**src/hdl/pedc_ram.sv**
```systemverilog
// generic single-port-write, single-port-read ram with registered read data
// no dependencies
`default_nettype none

module pedc_ram #(
    parameter int WIDTH = 8,
    parameter int DEPTH = 256
) (
    input  wire logic                     clk,
    input  wire logic                     wr_en,
    input  wire logic [$clog2(DEPTH)-1:0] wr_addr,
    input  wire logic [WIDTH-1:0]         wr_data,
    input  wire logic [$clog2(DEPTH)-1:0] rd_addr,
    output logic      [WIDTH-1:0]         rd_data
);

    logic [WIDTH-1:0] mem [DEPTH];

    always_ff @(posedge clk)
    begin
        if (wr_en)
        begin
            mem[wr_addr] <= wr_data;
        end
        rd_data <= mem[rd_addr];
    end

endmodule

`default_nettype wire

```
**config.mk**
```make
export PLATFORM = sky130hd
export DESIGN_NAME = pedc_ram
export DESIGN_NICKNAME = d
export VERILOG_FILES = /design/src/hdl/pedc_ram.sv
export SDC_FILE = /design/constraint.sdc
export NUM_CORES = 2
export LEC_CHECK = 0
export ABC_AREA = 1
export BUFFER_PORTS_ARGS = -buffer_cell sky130_fd_sc_hd__buf_2
export CORE_MARGIN = 4
export CORE_UTILIZATION = 50
export CTS_BUF_LIST = sky130_fd_sc_hd__clkbuf_8
export DETAILED_ROUTE_END_ITERATION = 10
export GPL_ROUTABILITY_DRIVEN = 0
export HOLD_SLACK_MARGIN = 0.02
export PLACE_DENSITY_LB_ADDON = 0.3
export SYNTH_ARGS = -nofsm -noshare
export SYNTH_HDL_FRONTEND = slang
export SYNTH_SLANG_ARGS = --single-unit
```
**constraint.sdc**
```tcl
create_clock -name clk -period 5.1 [get_ports clk]
set_clock_uncertainty 0.2 [all_clocks]
set_input_delay 0.51 -clock clk [delete_from_list [all_inputs] [get_ports clk]]
set_output_delay 0.51 -clock clk [all_outputs]
set_load 0.05 [all_outputs]
```
# After elaboration in Yosys (flattened, before gate mapping)
# Memories as Yosys holds them, arrays and structs flattened. A register that Yosys moved wholly into a read port is not among the register bits.
# Index checks and enable logic that the tools add are counted.
[word_totals]
rom_bits = 0
mem_bits_rw = 2048
latch_bits = 0
register_bits = 0
out_inout_bits = 8
n_memories = 1
[memory_table]
columns = ["memory", "depth", "word_bits", "read_ports", "rd_ports_with_merged_regs", "wr", "line_no", "text"]
rows = [
  ["mem", 256, 8, 1, 1, 1, "17", "logic [WIDTH-1:0] mem [DEPTH];"],
]
[classes]
order_cmp = 0
n_eq_ne = 0
n_shift = 0
muxes = 2
reduce_logical = 0
add_sub_neg = 0
n_div = 0
mul = 0
n_bitwise = 0
[op_table]
columns = ["op", "count"]
rows = [
  ["$mux W1", 2],
]

# Depth between registers and ports, before layout
[depth]
ltp_word = 2
depth_mapped = 15

# Worst setup path after synthesis
# Ideal clock, no wire load.
[synth_path]
path_type = "input-to-reg"
start = "in wr_en"
end = "mem mem[162][0], enable pin"
arrival_time_ns = 1.631
setup_slack_ns = 2.899
required_time_ns = 4.530
path_buffers = 2
path_stages = 4
cell_sequence = "clkbuf_1 -> nand3_1 -> clkbuf_1 -> nor2_1"
[synth_via]
elab_chain_cells = 2
[synth_lines]
columns = ["item", "line_no", "text"]
rows = [
  ["start: declaration", "10", "input wire logic wr_en,"],
  ["$mux W1", "21", "if (wr_en)"],
  ["$mux W1 (implied by the code)", "23", "mem[wr_addr] <= wr_data;"],
  ["end: declaration", "17", ""],
]
# Every way passes these cells.

==> metrics.txt <==
worst vdd ir ~0.25 mV; top-area cell type share of the netlist area approximately three quarters; slew at the pin closest to its max-slew limit 1.16 ns; cell taking the most area after synthesis edfxtp_1; max-cap viol count 0; Via density 5.88; Die Area about 170000 sq um; Boundary Pins 34; syn_nets 7029; placed instance area roughly 85000 sq um; Post-synth EDFFs slightly above 2000; WP data required between 5 and 6 ns; Syn-to-layout area delta 9.31%; number of cell rows 149; f_max about 0.3 GHz; clk slew on worst S/H paths 0.06 ns; Slew HR between 20% and 30%; Worst EP arrival slightly below 4 ns; Setup crit end kind register; CTS H-tree depth 5; # resized after CTS 0; Design Area, Final about 91000 sq um; Tcrit/Tclk final 63.7%; Max Transition Viols Final 0; share of layout cells above drive strength 1 approximately 7.3%; first-pass GRT wire length approximately 340000 microns; Final Util 55.1%; setup bufs post-CTS 0; Tightest Hold Check Type in -> reg; initial antenna violation count 12; Synth cell types 14; Layout fillers roughly 14000; clk sinks 2056; syn avg cell area ~12 sq um; Tot Pwr about 34 mW; Initial Utilization roughly 50%; most frequent cell after synthesis nand2_1; Total Routing Usage GR 25.8%; final layout net count about 7000; CP startpoint kind input port; die width 416 microns; largest net degree at the start of global routing approximately 160; DR WL/cell ~24 microns; DRC Markers 0; RSZ-0062 raised after global routing false; total congestion overflow 0; Synth warnings 0; final setup violation count 0; Synth area leaders edfxtp_1, nand3_1, nand2_1; cells after synthesis approximately 7000; mapped cell area between 80000 and 90000 sq um; post-synthesis async set-or-reset flop share 0%; Routed Wire Length approximately 230000 microns; CP max FO approximately 150; status complete, no violations; DRT Pass-1 Iters 7; LEAKAGE approximately 32 nW; via count 55500; CTS buffer count 340; Root Driver clkbuf_8; Yosys reg bits about 2100; hpwl dp 126000 microns; PD cells about 370 nW/um^2; die height approximately 420 microns; final hold viol count 0; violation count after the first detailed-route iteration between 7000 and 8000; clock tree buffer depth 4; Synth Flop Type edfxtp_1; Worst-Skew Late Latency about 1.0 ns; post-synthesis sequential area ratio roughly three quarters; vias in the first global route roughly 53000; setup TNS 0 ns; post-route ant nets 0; IO buf count 33; min cycle time layout roughly 3.2 ns; Core Area about 170000 sq um; most frequent cells after synthesis nand2_1, edfxtp_1, nand3_1; CTS tree built; CP Class in -> reg
[layout by cell type (no fill, tap or decap), drive strengths merged]
master | netlist | routed
bufinv | 0 | 2
clkbuf | 112 | 350
dfxtp | 8 | 8
nand2 | 2123 | 2123
edfxtp | 2048 | 2048
diode | 0 | 10
clkinv | 0 | 109
nand3 | 2019 | 2019
dlygate4sd3 | 0 | 13
buf | 371 | 138
inv | 39 | 151
clkinvlp | 0 | 4
nor2 | 283 | 283
[stage by stage]
stage | setup slack (ns) | hold slack, ns | cells
2_1_floorplan | 2.90 | 0.409 | 7003
3_3_place_gp | 1.32 | 0.736 | 8847
3_5_place_dp | 1.29 | 0.721 | 8847
4_1_cts | 2.11 | 0.0472 | 9437
5_1_grt | 1.76 | 0.161 | 9445
6_report | 1.85 | 0.134 | 9447
[final timing paths]
path | slack, ns | cells after the start | end | from
setup / recovery | 1.85 | 14 | rd_data[0]$_DFF_P_ | rd_addr[0]
hold / removal | 0.13 | 6 | mem[192][5]$_DFFE_PP_ | wr_addr[3]
setup reg to reg | 2.53 | 11 | rd_data[0]$_DFF_P_ | mem[191][0]$_DFFE_PP_
hold reg to reg | 0.84 | 10 | rd_data[6]$_DFF_P_ | mem[84][6]$_DFFE_PP_
[area by class of cell]
cell class	count	area, sq um	share of cell area [%]
multi-input cells	4425	19100	21.0
clock inverters	227	956	1.05
repair buffers	151	1650	1.81
well taps	2189	2740	3.00
inverters	39	180	0.198
clock buffers	350	4820	5.28
diodes	10	25.0	0.0274
flip-flops and latches	2056	61700	67.6
[worst max-delay path: stages]
cell and delay [ns]:
buf_8 0.42, inv_16 0.35, buf_12 0.41, nand2_1 0.10, nand3_1 0.07, nand3_1 0.20
nand3_1 0.11, nand3_1 0.20, nand3_1 0.19, nand3_1 0.27, nand2_1 0.10, nand2_1 0.07
nand2_1 0.05, dlygate4sd3_1 0.55
[cell families after synthesis]
group,count (synthesis),synth area share [%]
DFF,2056,73.9
and+or+nand+nor,4425,22.9
buffers and inverters,522,3.12
[sequential cells by signal, indices dropped and copies added (netlist names)]
| signal | flops |
|---|---|
| mem | 2048 |
| rd_data | 8 |
[metal layers]
layer	share of wire [%]	track usage, %	vias up
met5	0.0057	0	-
li1	-	-	24900
met4	4.6	11.8	2
met1	39	35.8	26900
met2	46	39.4	3169
met3	10	5.58	511
[where the power goes]
group | internal (mW) | switching (mW) | leakage (nW)
clock | 6.41 | 6.32 | 3.37
sequential | 18.6 | 0.0257 | 18.5
combinational | 0.496 | 1.64 | 9.98
[timing repair]
item | CTS | global route
hold buffers | 13 | 0
endpoints found under the hold margin | 875 | 0
setup endpoints to repair | 0 | 0
No activity file was read; power rests on OpenSTA's default activity.
