**src/hdl/pedc_pkg.sv**
```systemverilog
// shared constants, token codes and types for the postfix equation address decoder
// no dependencies; imported by the stack unit and the top level
`default_nettype none

package pedc_pkg;

    localparam int NUM_DEVICES = 8;
    localparam int MAX_TOKENS  = 32;
    localparam int ADDR_BITS   = 16;
    localparam int OUT_BITS    = 16;
    localparam int STACK_DEPTH = 16;

    localparam int EQ_PER_DEV = OUT_BITS + 1;
    localparam int STORE_SIZE = NUM_DEVICES * EQ_PER_DEV * MAX_TOKENS;
    localparam int TS_AW      = $clog2(STORE_SIZE);
    localparam int TOK_W      = 7;
    localparam int POS_W      = $clog2(MAX_TOKENS);
    localparam int SCNT_W     = $clog2(STACK_DEPTH + 1);
    localparam int KBIT_W     = (OUT_BITS > 1) ? $clog2(OUT_BITS) : 1;

    localparam logic OP_WRITE   = 1'b0;
    localparam logic OP_RESOLVE = 1'b1;

    typedef enum logic [2:0] {
        K_OPERAND = 3'd0,
        K_NOT     = 3'd1,
        K_AND     = 3'd2,
        K_OR      = 3'd3,
        K_XOR     = 3'd4,
        K_LOW     = 3'd5,
        K_HIGH    = 3'd6,
        K_END     = 3'd7
    } kind_t;

    typedef struct packed {
        logic  clear;
        logic  exec;
        kind_t kind;
        logic  opnd;
    } stk_ctrl_t;

    // token store location of one token: equations are laid out per device, then per role
    function automatic logic [TS_AW-1:0] tok_addr(input logic [2:0] dev,
                                                  input logic [4:0] role,
                                                  input logic [POS_W-1:0] pos);
        return TS_AW'((int'(dev) * EQ_PER_DEV + int'(role)) * MAX_TOKENS + int'(pos));
    endfunction

endpackage

`default_nettype wire

```
**src/hdl/pedc_stack.sv**
```systemverilog
// one-bit evaluation stack and token execution for postfix equations
// depends on pedc_pkg
`default_nettype none

module pedc_stack
    import pedc_pkg::*;
(
    input  wire logic      clk,
    input  wire logic      rst_n,
    input  wire stk_ctrl_t ctrl,
    output logic           res
);

    // top of stack sits in bit 0, entries above the count are don't-care
    logic [STACK_DEPTH-1:0] stk_reg, stk_next;
    logic [SCNT_W-1:0]      cnt_reg, cnt_next;
    logic                   a, b, r, push_bit;

    always_comb
    begin
        stk_next = stk_reg;
        cnt_next = cnt_reg;
        a        = (cnt_reg >= SCNT_W'(1)) ? stk_reg[0] : 1'b0;
        b        = (cnt_reg >= SCNT_W'(2)) ? stk_reg[1] : 1'b0;
        push_bit = (ctrl.kind == K_OPERAND) ? ctrl.opnd : (ctrl.kind == K_HIGH);
        case (ctrl.kind)
            K_AND:   r = a & b;
            K_OR:    r = a | b;
            default: r = a ^ b;
        endcase

        if (ctrl.clear)
        begin
            cnt_next = '0;
        end
        else if (ctrl.exec)
        begin
            case (ctrl.kind) inside
                K_OPERAND, K_LOW, K_HIGH:
                begin
                    if (cnt_reg < SCNT_W'(STACK_DEPTH))
                    begin
                        stk_next = {stk_reg[STACK_DEPTH-2:0], push_bit};
                        cnt_next = cnt_reg + SCNT_W'(1);
                    end
                    else
                    begin
                        // full: overwrite the top
                        stk_next[0] = push_bit;
                    end
                end
                K_NOT:
                begin
                    if (cnt_reg == '0)
                    begin
                        stk_next[0] = 1'b1;
                        cnt_next    = SCNT_W'(1);
                    end
                    else
                    begin
                        stk_next[0] = ~stk_reg[0];
                    end
                end
                K_AND, K_OR, K_XOR:
                begin
                    if (cnt_reg >= SCNT_W'(2))
                    begin
                        stk_next    = {1'b0, stk_reg[STACK_DEPTH-1:1]};
                        stk_next[0] = r;
                        cnt_next    = cnt_reg - SCNT_W'(1);
                    end
                    else
                    begin
                        // missing operands read as 0
                        stk_next[0] = r;
                        cnt_next    = SCNT_W'(1);
                    end
                end
                default:
                begin
                    stk_next = stk_reg;
                end
            endcase
        end

        res = (cnt_next == '0) ? 1'b0 : stk_next[0];
    end

    always_ff @(posedge clk or negedge rst_n)
    begin
        if (!rst_n)
        begin
            cnt_reg <= '0;
        end
        else
        begin
            cnt_reg <= cnt_next;
        end
    end

    always_ff @(posedge clk)
    begin
        stk_reg <= stk_next;
    end

endmodule

`default_nettype wire
```
**config.mk**
```make
export PLATFORM = sky130hd
export DESIGN_NAME = pedc_stack
export DESIGN_NICKNAME = d
export VERILOG_FILES = /design/src/hdl/pedc_pkg.sv /design/src/hdl/pedc_stack.sv
export SDC_FILE = /design/constraint.sdc
export NUM_CORES = 1
export LEC_CHECK = 0
export ABC_AREA = 1
export BUFFER_PORTS_ARGS = -buffer_cell sky130_fd_sc_hd__buf_4
export CORE_MARGIN = 2
export CORE_UTILIZATION = 36
export DETAILED_ROUTE_END_ITERATION = 12
export PLACE_DENSITY = 0.49
export REMOVE_ABC_BUFFERS = 1
export SYNTH_ARGS = -nofsm -noshare
export SYNTH_HDL_FRONTEND = slang
export SYNTH_SLANG_ARGS = --single-unit
export TNS_END_PERCENT = 5
```
**constraint.sdc**
```tcl
create_clock -name clk -period 4.4 [get_ports clk]
set_input_delay 0.22 -clock clk [delete_from_list [all_inputs] [get_ports clk]]
set_output_delay 0.22 -clock clk [all_outputs]
set_load 0.05 [all_outputs]
```
## Word-level counts from Yosys, hierarchy flattened

Index checks and enable logic that the tools add are counted.

| storage, ports and cells | value |
|---|---|
| output and inout bits | 1 |
| logic and storage cells | 53 |
| register bits after elaboration | 21 |

| cells by class | value |
|---|---|
| mux-type cells | 24 |
| bitwise operators | 5 |
| equality and inequality tests | 8 |
| reduce and logical (&&, ||, !) cells | 8 |
| $add $sub $neg | 2 |
| $lt $le $gt $ge | 3 |

Operators with widths:

| kind | number |
|---|---|
| 15-bit 2-to-1 mux | 5 |
| 5-bit 2-to-1 mux | 8 |
| 5-bit logical NOT | 2 |
| 1-bit 2-to-1 mux | 10 |
| 3-bit equality test, second input constant | 3 |
| 3-bit by 2-bit equality test with 1-bit output, second input constant | 2 |
| 6-bit AND reduction | 1 |
| 3-bit OR reduction | 2 |
| 5-bit by 1-bit adder with 5-bit output, second input constant | 1 |
| 5-bit by 1-bit >= comparator with 1-bit output, second input constant | 1 |
| 5-bit by 2-bit >= comparator with 1-bit output, second input constant | 1 |
| 5-bit < comparator, second input constant | 1 |
| 5-bit by 1-bit subtractor with 5-bit output, second input constant | 1 |
| 2-bit nonzero test | 2 |
| 3-bit by 1-bit equality test with 1-bit output, second input constant | 1 |
| 3-bit logical NOT | 1 |
| 2-bit by 1-bit != test with 1-bit output, second input constant | 1 |
| 2-bit != test, second input constant | 1 |
| 1-bit inverter | 2 |
| 1-bit one-hot mux with 2 select lines | 1 |
| 1-bit bitwise AND | 1 |
| 1-bit OR | 1 |
| 1-bit XOR | 1 |

## Depth between registers and ports, before layout

| depth | value |
|---|---|
| depth in word-level cells | 10 |
| mapped depth | 14 |
| mapped depth without buffers | 13 |

## Least setup slack after synthesis

Ideal clock, no wire load.

| timing | value |
|---|---|
| kind | reg-to-output |
| start point | register cnt_reg[2] |
| end point | output res |
| stages on the path, launching flop included | 15 |
| arrival | 2.263 ns |
| data required time | 4.180 ns |
| slack | 1.917 ns |
| cell sequence | dfrtp_1 > buf_4 > nor2_2 > nand2_2 > o31ai_1 > inv_1 > ha_1 > inv_1 > o21ai_0 > nand2_1 > o21ai_0 > o21ai_0 > nand2_1 > nand2_1 > a21oi_2 |

| between the ends | value |
|---|---|
| cells in the longest elaborated chain, start to end | 10 |
| elaborated cells between the ends (all ways) | 28 |
| classes of those cells | 2 x add/sub; 3 x order compare; 18 x mux; 3 x bitwise; 2 x reduce/logical |

RTL lines:

| what | RTL line | RTL |
|---|---|---|
| start: declaration | pedc_stack.sv:16 | `logic [SCNT_W-1:0] cnt_reg, cnt_next;` |
| start signal: assignment | pedc_stack.sv:97 | `cnt_reg <= cnt_next;` |
| 5-bit by 1-bit >= comparator with 1-bit output or 5-bit by 2-bit >= comparator with 1-bit output (tied branches) | pedc_stack.sv:23, pedc_stack.sv:24, pedc_stack.sv:66 |  |
| 1-bit 2-to-1 mux, on equally long branches | pedc_stack.sv:23, pedc_stack.sv:24 |  |
| 1-bit XOR (tied with other cells) | pedc_stack.sv:29 | `default: r = a ^ b;` |
| 1-bit one-hot mux with 2 select lines | pedc_stack.sv:26 | `case (ctrl.kind)` |
| 1-bit 2-to-1 mux (3 in a row) | pedc_stack.sv:38 | `case (ctrl.kind) inside` |
| 1-bit 2-to-1 mux | pedc_stack.sv:36 | `else if (ctrl.exec)` |
| 1-bit 2-to-1 mux | pedc_stack.sv:32 | `if (ctrl.clear)` |
| 1-bit 2-to-1 mux (*) | pedc_stack.sv:86 | `res = (cnt_next == '0) ? 1'b0 : stk_next[0];` |
| end: declaration | pedc_stack.sv:11 | `output logic res` |

Mark *: on every way between the ends. The rest lies on a longest branch, timed or not.

## Worst setup path after layout

| timing | value |
|---|---|
| start point | register cnt_reg[1] |
| end point | output res |

Same word-level chain as after synthesis.

==> metrics.md <==
| Metric | Value |
|---|---|
| Synthesis Warnings | 0 |
| GRT overflow | 0 |
| Worst setup SP type | flop |
| Synthesized flop and latch total | 21 |
| Maxcap violations | 0 |
| Fin Hold WS | 0.252 ns |
| Core footprint | 4000 µm² |
| Synth async-reset ratio | 23.8% |
| NumNets Final | 222 |
| Root buf cell | clkbuf_8 |
| Initial DRC Count | 60 |
| Tmin final | 2.91 ns |
| Leak | 0.792 nW |
| Largest family of logic cells by synthesized area | simple AND/OR/NAND/NOR gates |
| Complex-gate fraction of the synthesized area | 12.9% |
| VDD IR max | 0.000170 V |
| Worst slew pin tran | 1.17 ns |
| Largest register FFs | 16 |
| Final period utilization | 66.1% |
| Synth top area cells | edfxtp_1 30%, nand2_1 13%, dfrtp_1 8.4%, inv_1 6.8%, o21ai_0 5.7% |
| Worst Path Max Fanout | 6 |
| Clock-pin slew on the worst setup and hold paths | 0.07 ns |
| Synth-to-Final Area Change | 9.58% |
| Final max-slew violation count | 0 |
| Hpwl dp | 2380 µm |
| Distinct cells, synth | 28 |
| Latest clock arrival within the worst-skew pair | 0.25 ns |
| Critical path endpoint category | output port |
| Synth top cells by count | 52 x nand2_1, 27 x inv_1, 20 x nor2_1 |
| CP Class | flop to output port |
| Max transition margin | 21.7% |
| Seq/Total Area, Yosys | 40.0% |
| CTS tree | yes |
| Setup Viol. Count Final | 0 |
| H-tree Lvls | 1 |
| First drt pass iteration count | 4 |
| Pwr Density | 312 nW/µm² |
| Bufs on Longest Clock Path | 2 |
| Post-CTS Repair Setup Buffers | 0 |
| Post-Route WL | 3150 µm |
| Worst Hold Class | input pin to flop |
| Netlist area before placement | 1490 µm² |
| # DRC | 0 |
| Wirelength per Cell | 12.3 µm |
| Post-Synth Simple-Gate Area | 30.7% |
| Mux share of post-synthesis cell area | 0% |
| EDFF count, synth | 15 |
| PortBufs | 8 |
| Top Ports | 9 |
| Largest net degree at the start of global routing | 23 |
| Post-synthesis adder-cell area fraction | 5.04% |
| Achievable Freq | 0.344 GHz |
| Antenna cell count | 0 |
| Num rows | 23 |
| Post-route insts no fill | 257 |
| Number of vias per cell | 4.92 |
| Yosys top cell by area | edfxtp_1 |
| Vias in the first global route | 1,212 |
| Fin. Hold Viols | 0 |
| Data required, critical path | 4.18 ns |
| Total power | 0.000509 W |
| Placed insts | 252 |
| Ratio of cells with drive above 1 in the final layout | 17.4% |
| Critical Path AT | 2.69 ns |
| Number of clock sinks | 21 |
| Cells after Synth | 199 |
| Avg Inst Size Synth | 7.48 µm² |
| Main synth FF type | edfxtp_1 |
| Clk_skew | 0.00269 ns |
| Antenna Nets Post-Route | 0 |
| Die X | 68.3 µm |
| Die Y | 68.3 µm |
| Initial antenna violation count | 0 |
| Num CTS Buffers | 3 |
| Die area | 4670 µm² |
| Status | complete, no violations |
| First-pass GRT wire length | 5550 µm |
| TNS Setup | 0 ns |
| Gp weighted congestion | 0.766 |
| Tot GR Track Use | 15.8% |
| Xor/xnor cell area share of the yosys netlist | 1.18% |
| Initial core utilization | 37.2% |
| Area share of the largest cell type after synthesis | 30.3% |
| RSZ-0062 raised after global routing | false |
| Final Core Density | 40.8% |
| Via count | 1,265 |
| Most common cell in the netlist | nand2_1 |
[per-layer routing]
layer / part of all wire, % / wire length, µm / vias to the layer above / global-route usage [%]
met5: 0 / 0 / - / 0
met4: 0.60 / 19 / 0 / 3.75
met3: 5.1 / 161 / 2 / 2.96
met2: 47 / 1490 / 31 / 25.4
met1: 47 / 1490 / 582 / 22.0
li1: - / - / 650 / -
[where the power goes]
group	switching (W)	total (W)	internal, W
Clock	0.0000570	0.000121	0.0000643
Sequential	0.0000129	0.000241	0.000228
Combinational	0.0000963	0.000146	0.0000499
[metrics by stage]
step | worst slack (ns) | instance area [µm²]
finish | 1.49 | 1630
global route | 1.25 | 1630
CTS | 1.47 | 1630
floorplan | 1.91 | 1450
detailed placement | 1.77 | 1580
global placement | 1.77 | 1580
[final timing paths]
kind                       depth (start not counted)  slack [ns]  startpoint          to
min in group asynchronous                          2        0.30       rst_n  cnt_reg[4]
max in group asynchronous                          2        3.99       rst_n  cnt_reg[3]
min                                                4        0.25     ctrl[4]  cnt_reg[2]
max                                               14        1.49  cnt_reg[1]         res
min reg2reg                                        2        0.55  stk_reg[3]  stk_reg[2]
max reg2reg                                       13        2.09  cnt_reg[1]  stk_reg[0]
[layout by cell type, fill, tap and decap left out, types with 3 or more instances in the layout]
cell type	instances
nand2_1	52
inv_1	27
nor2_1	20
o21ai_0	17
edfxtp_1	15
nand2_2	10
nand3_1	10
a21oi_1	9
buf_4	8
ha_1	6
dfrtp_1	5
nor2_2	3
a21oi_2	3
clkbuf_8	3
[kinds of logic (layout without fill, tap and decap cells)]
logic type,count (synthesis),after routing
AND/OR/NAND/NOR,101,101
flip-flops,21,21
XOR/XNOR,2,2
AO/OA/AOI/OAI,34,34
buffers and inverters,35,43
adder cells (fa/ha/maj),6,6
[worst max-delay path, cell delays in order (launching register included)]
cell	delay [ns]
dfrtp_1	0.46
inv_1	0.19
ha_1	0.21
o31ai_1	0.29
inv_1	0.08
ha_1	0.28
inv_1	0.03
o21ai_0	0.14
nand2_1	0.07
o21ai_0	0.06
o21ai_0	0.09
nand2_1	0.07
nand2_1	0.11
a21oi_2	0.13
buf_4	0.20
[cell type report]
class | instances | area, µm²
clock buffers | 4 | 45.0
fillers | 400 | 2370
inverters | 30 | 113
multi-input cells | 143 | 746
flip-flops and latches | 21 | 596
well taps | 50 | 62.6
repair buffers | 9 | 70.1
[what timing repair did]
| action | CTS | global route |
|---|---|---|
| hold buffers | 1 | 0 |
| hold endpoints to repair | 5 | 0 |
| gates resized for setup | 0 | 0 |
| endpoints found under the setup margin | 0 | 0 |
No activity file was read; power rests on OpenSTA's default activity.
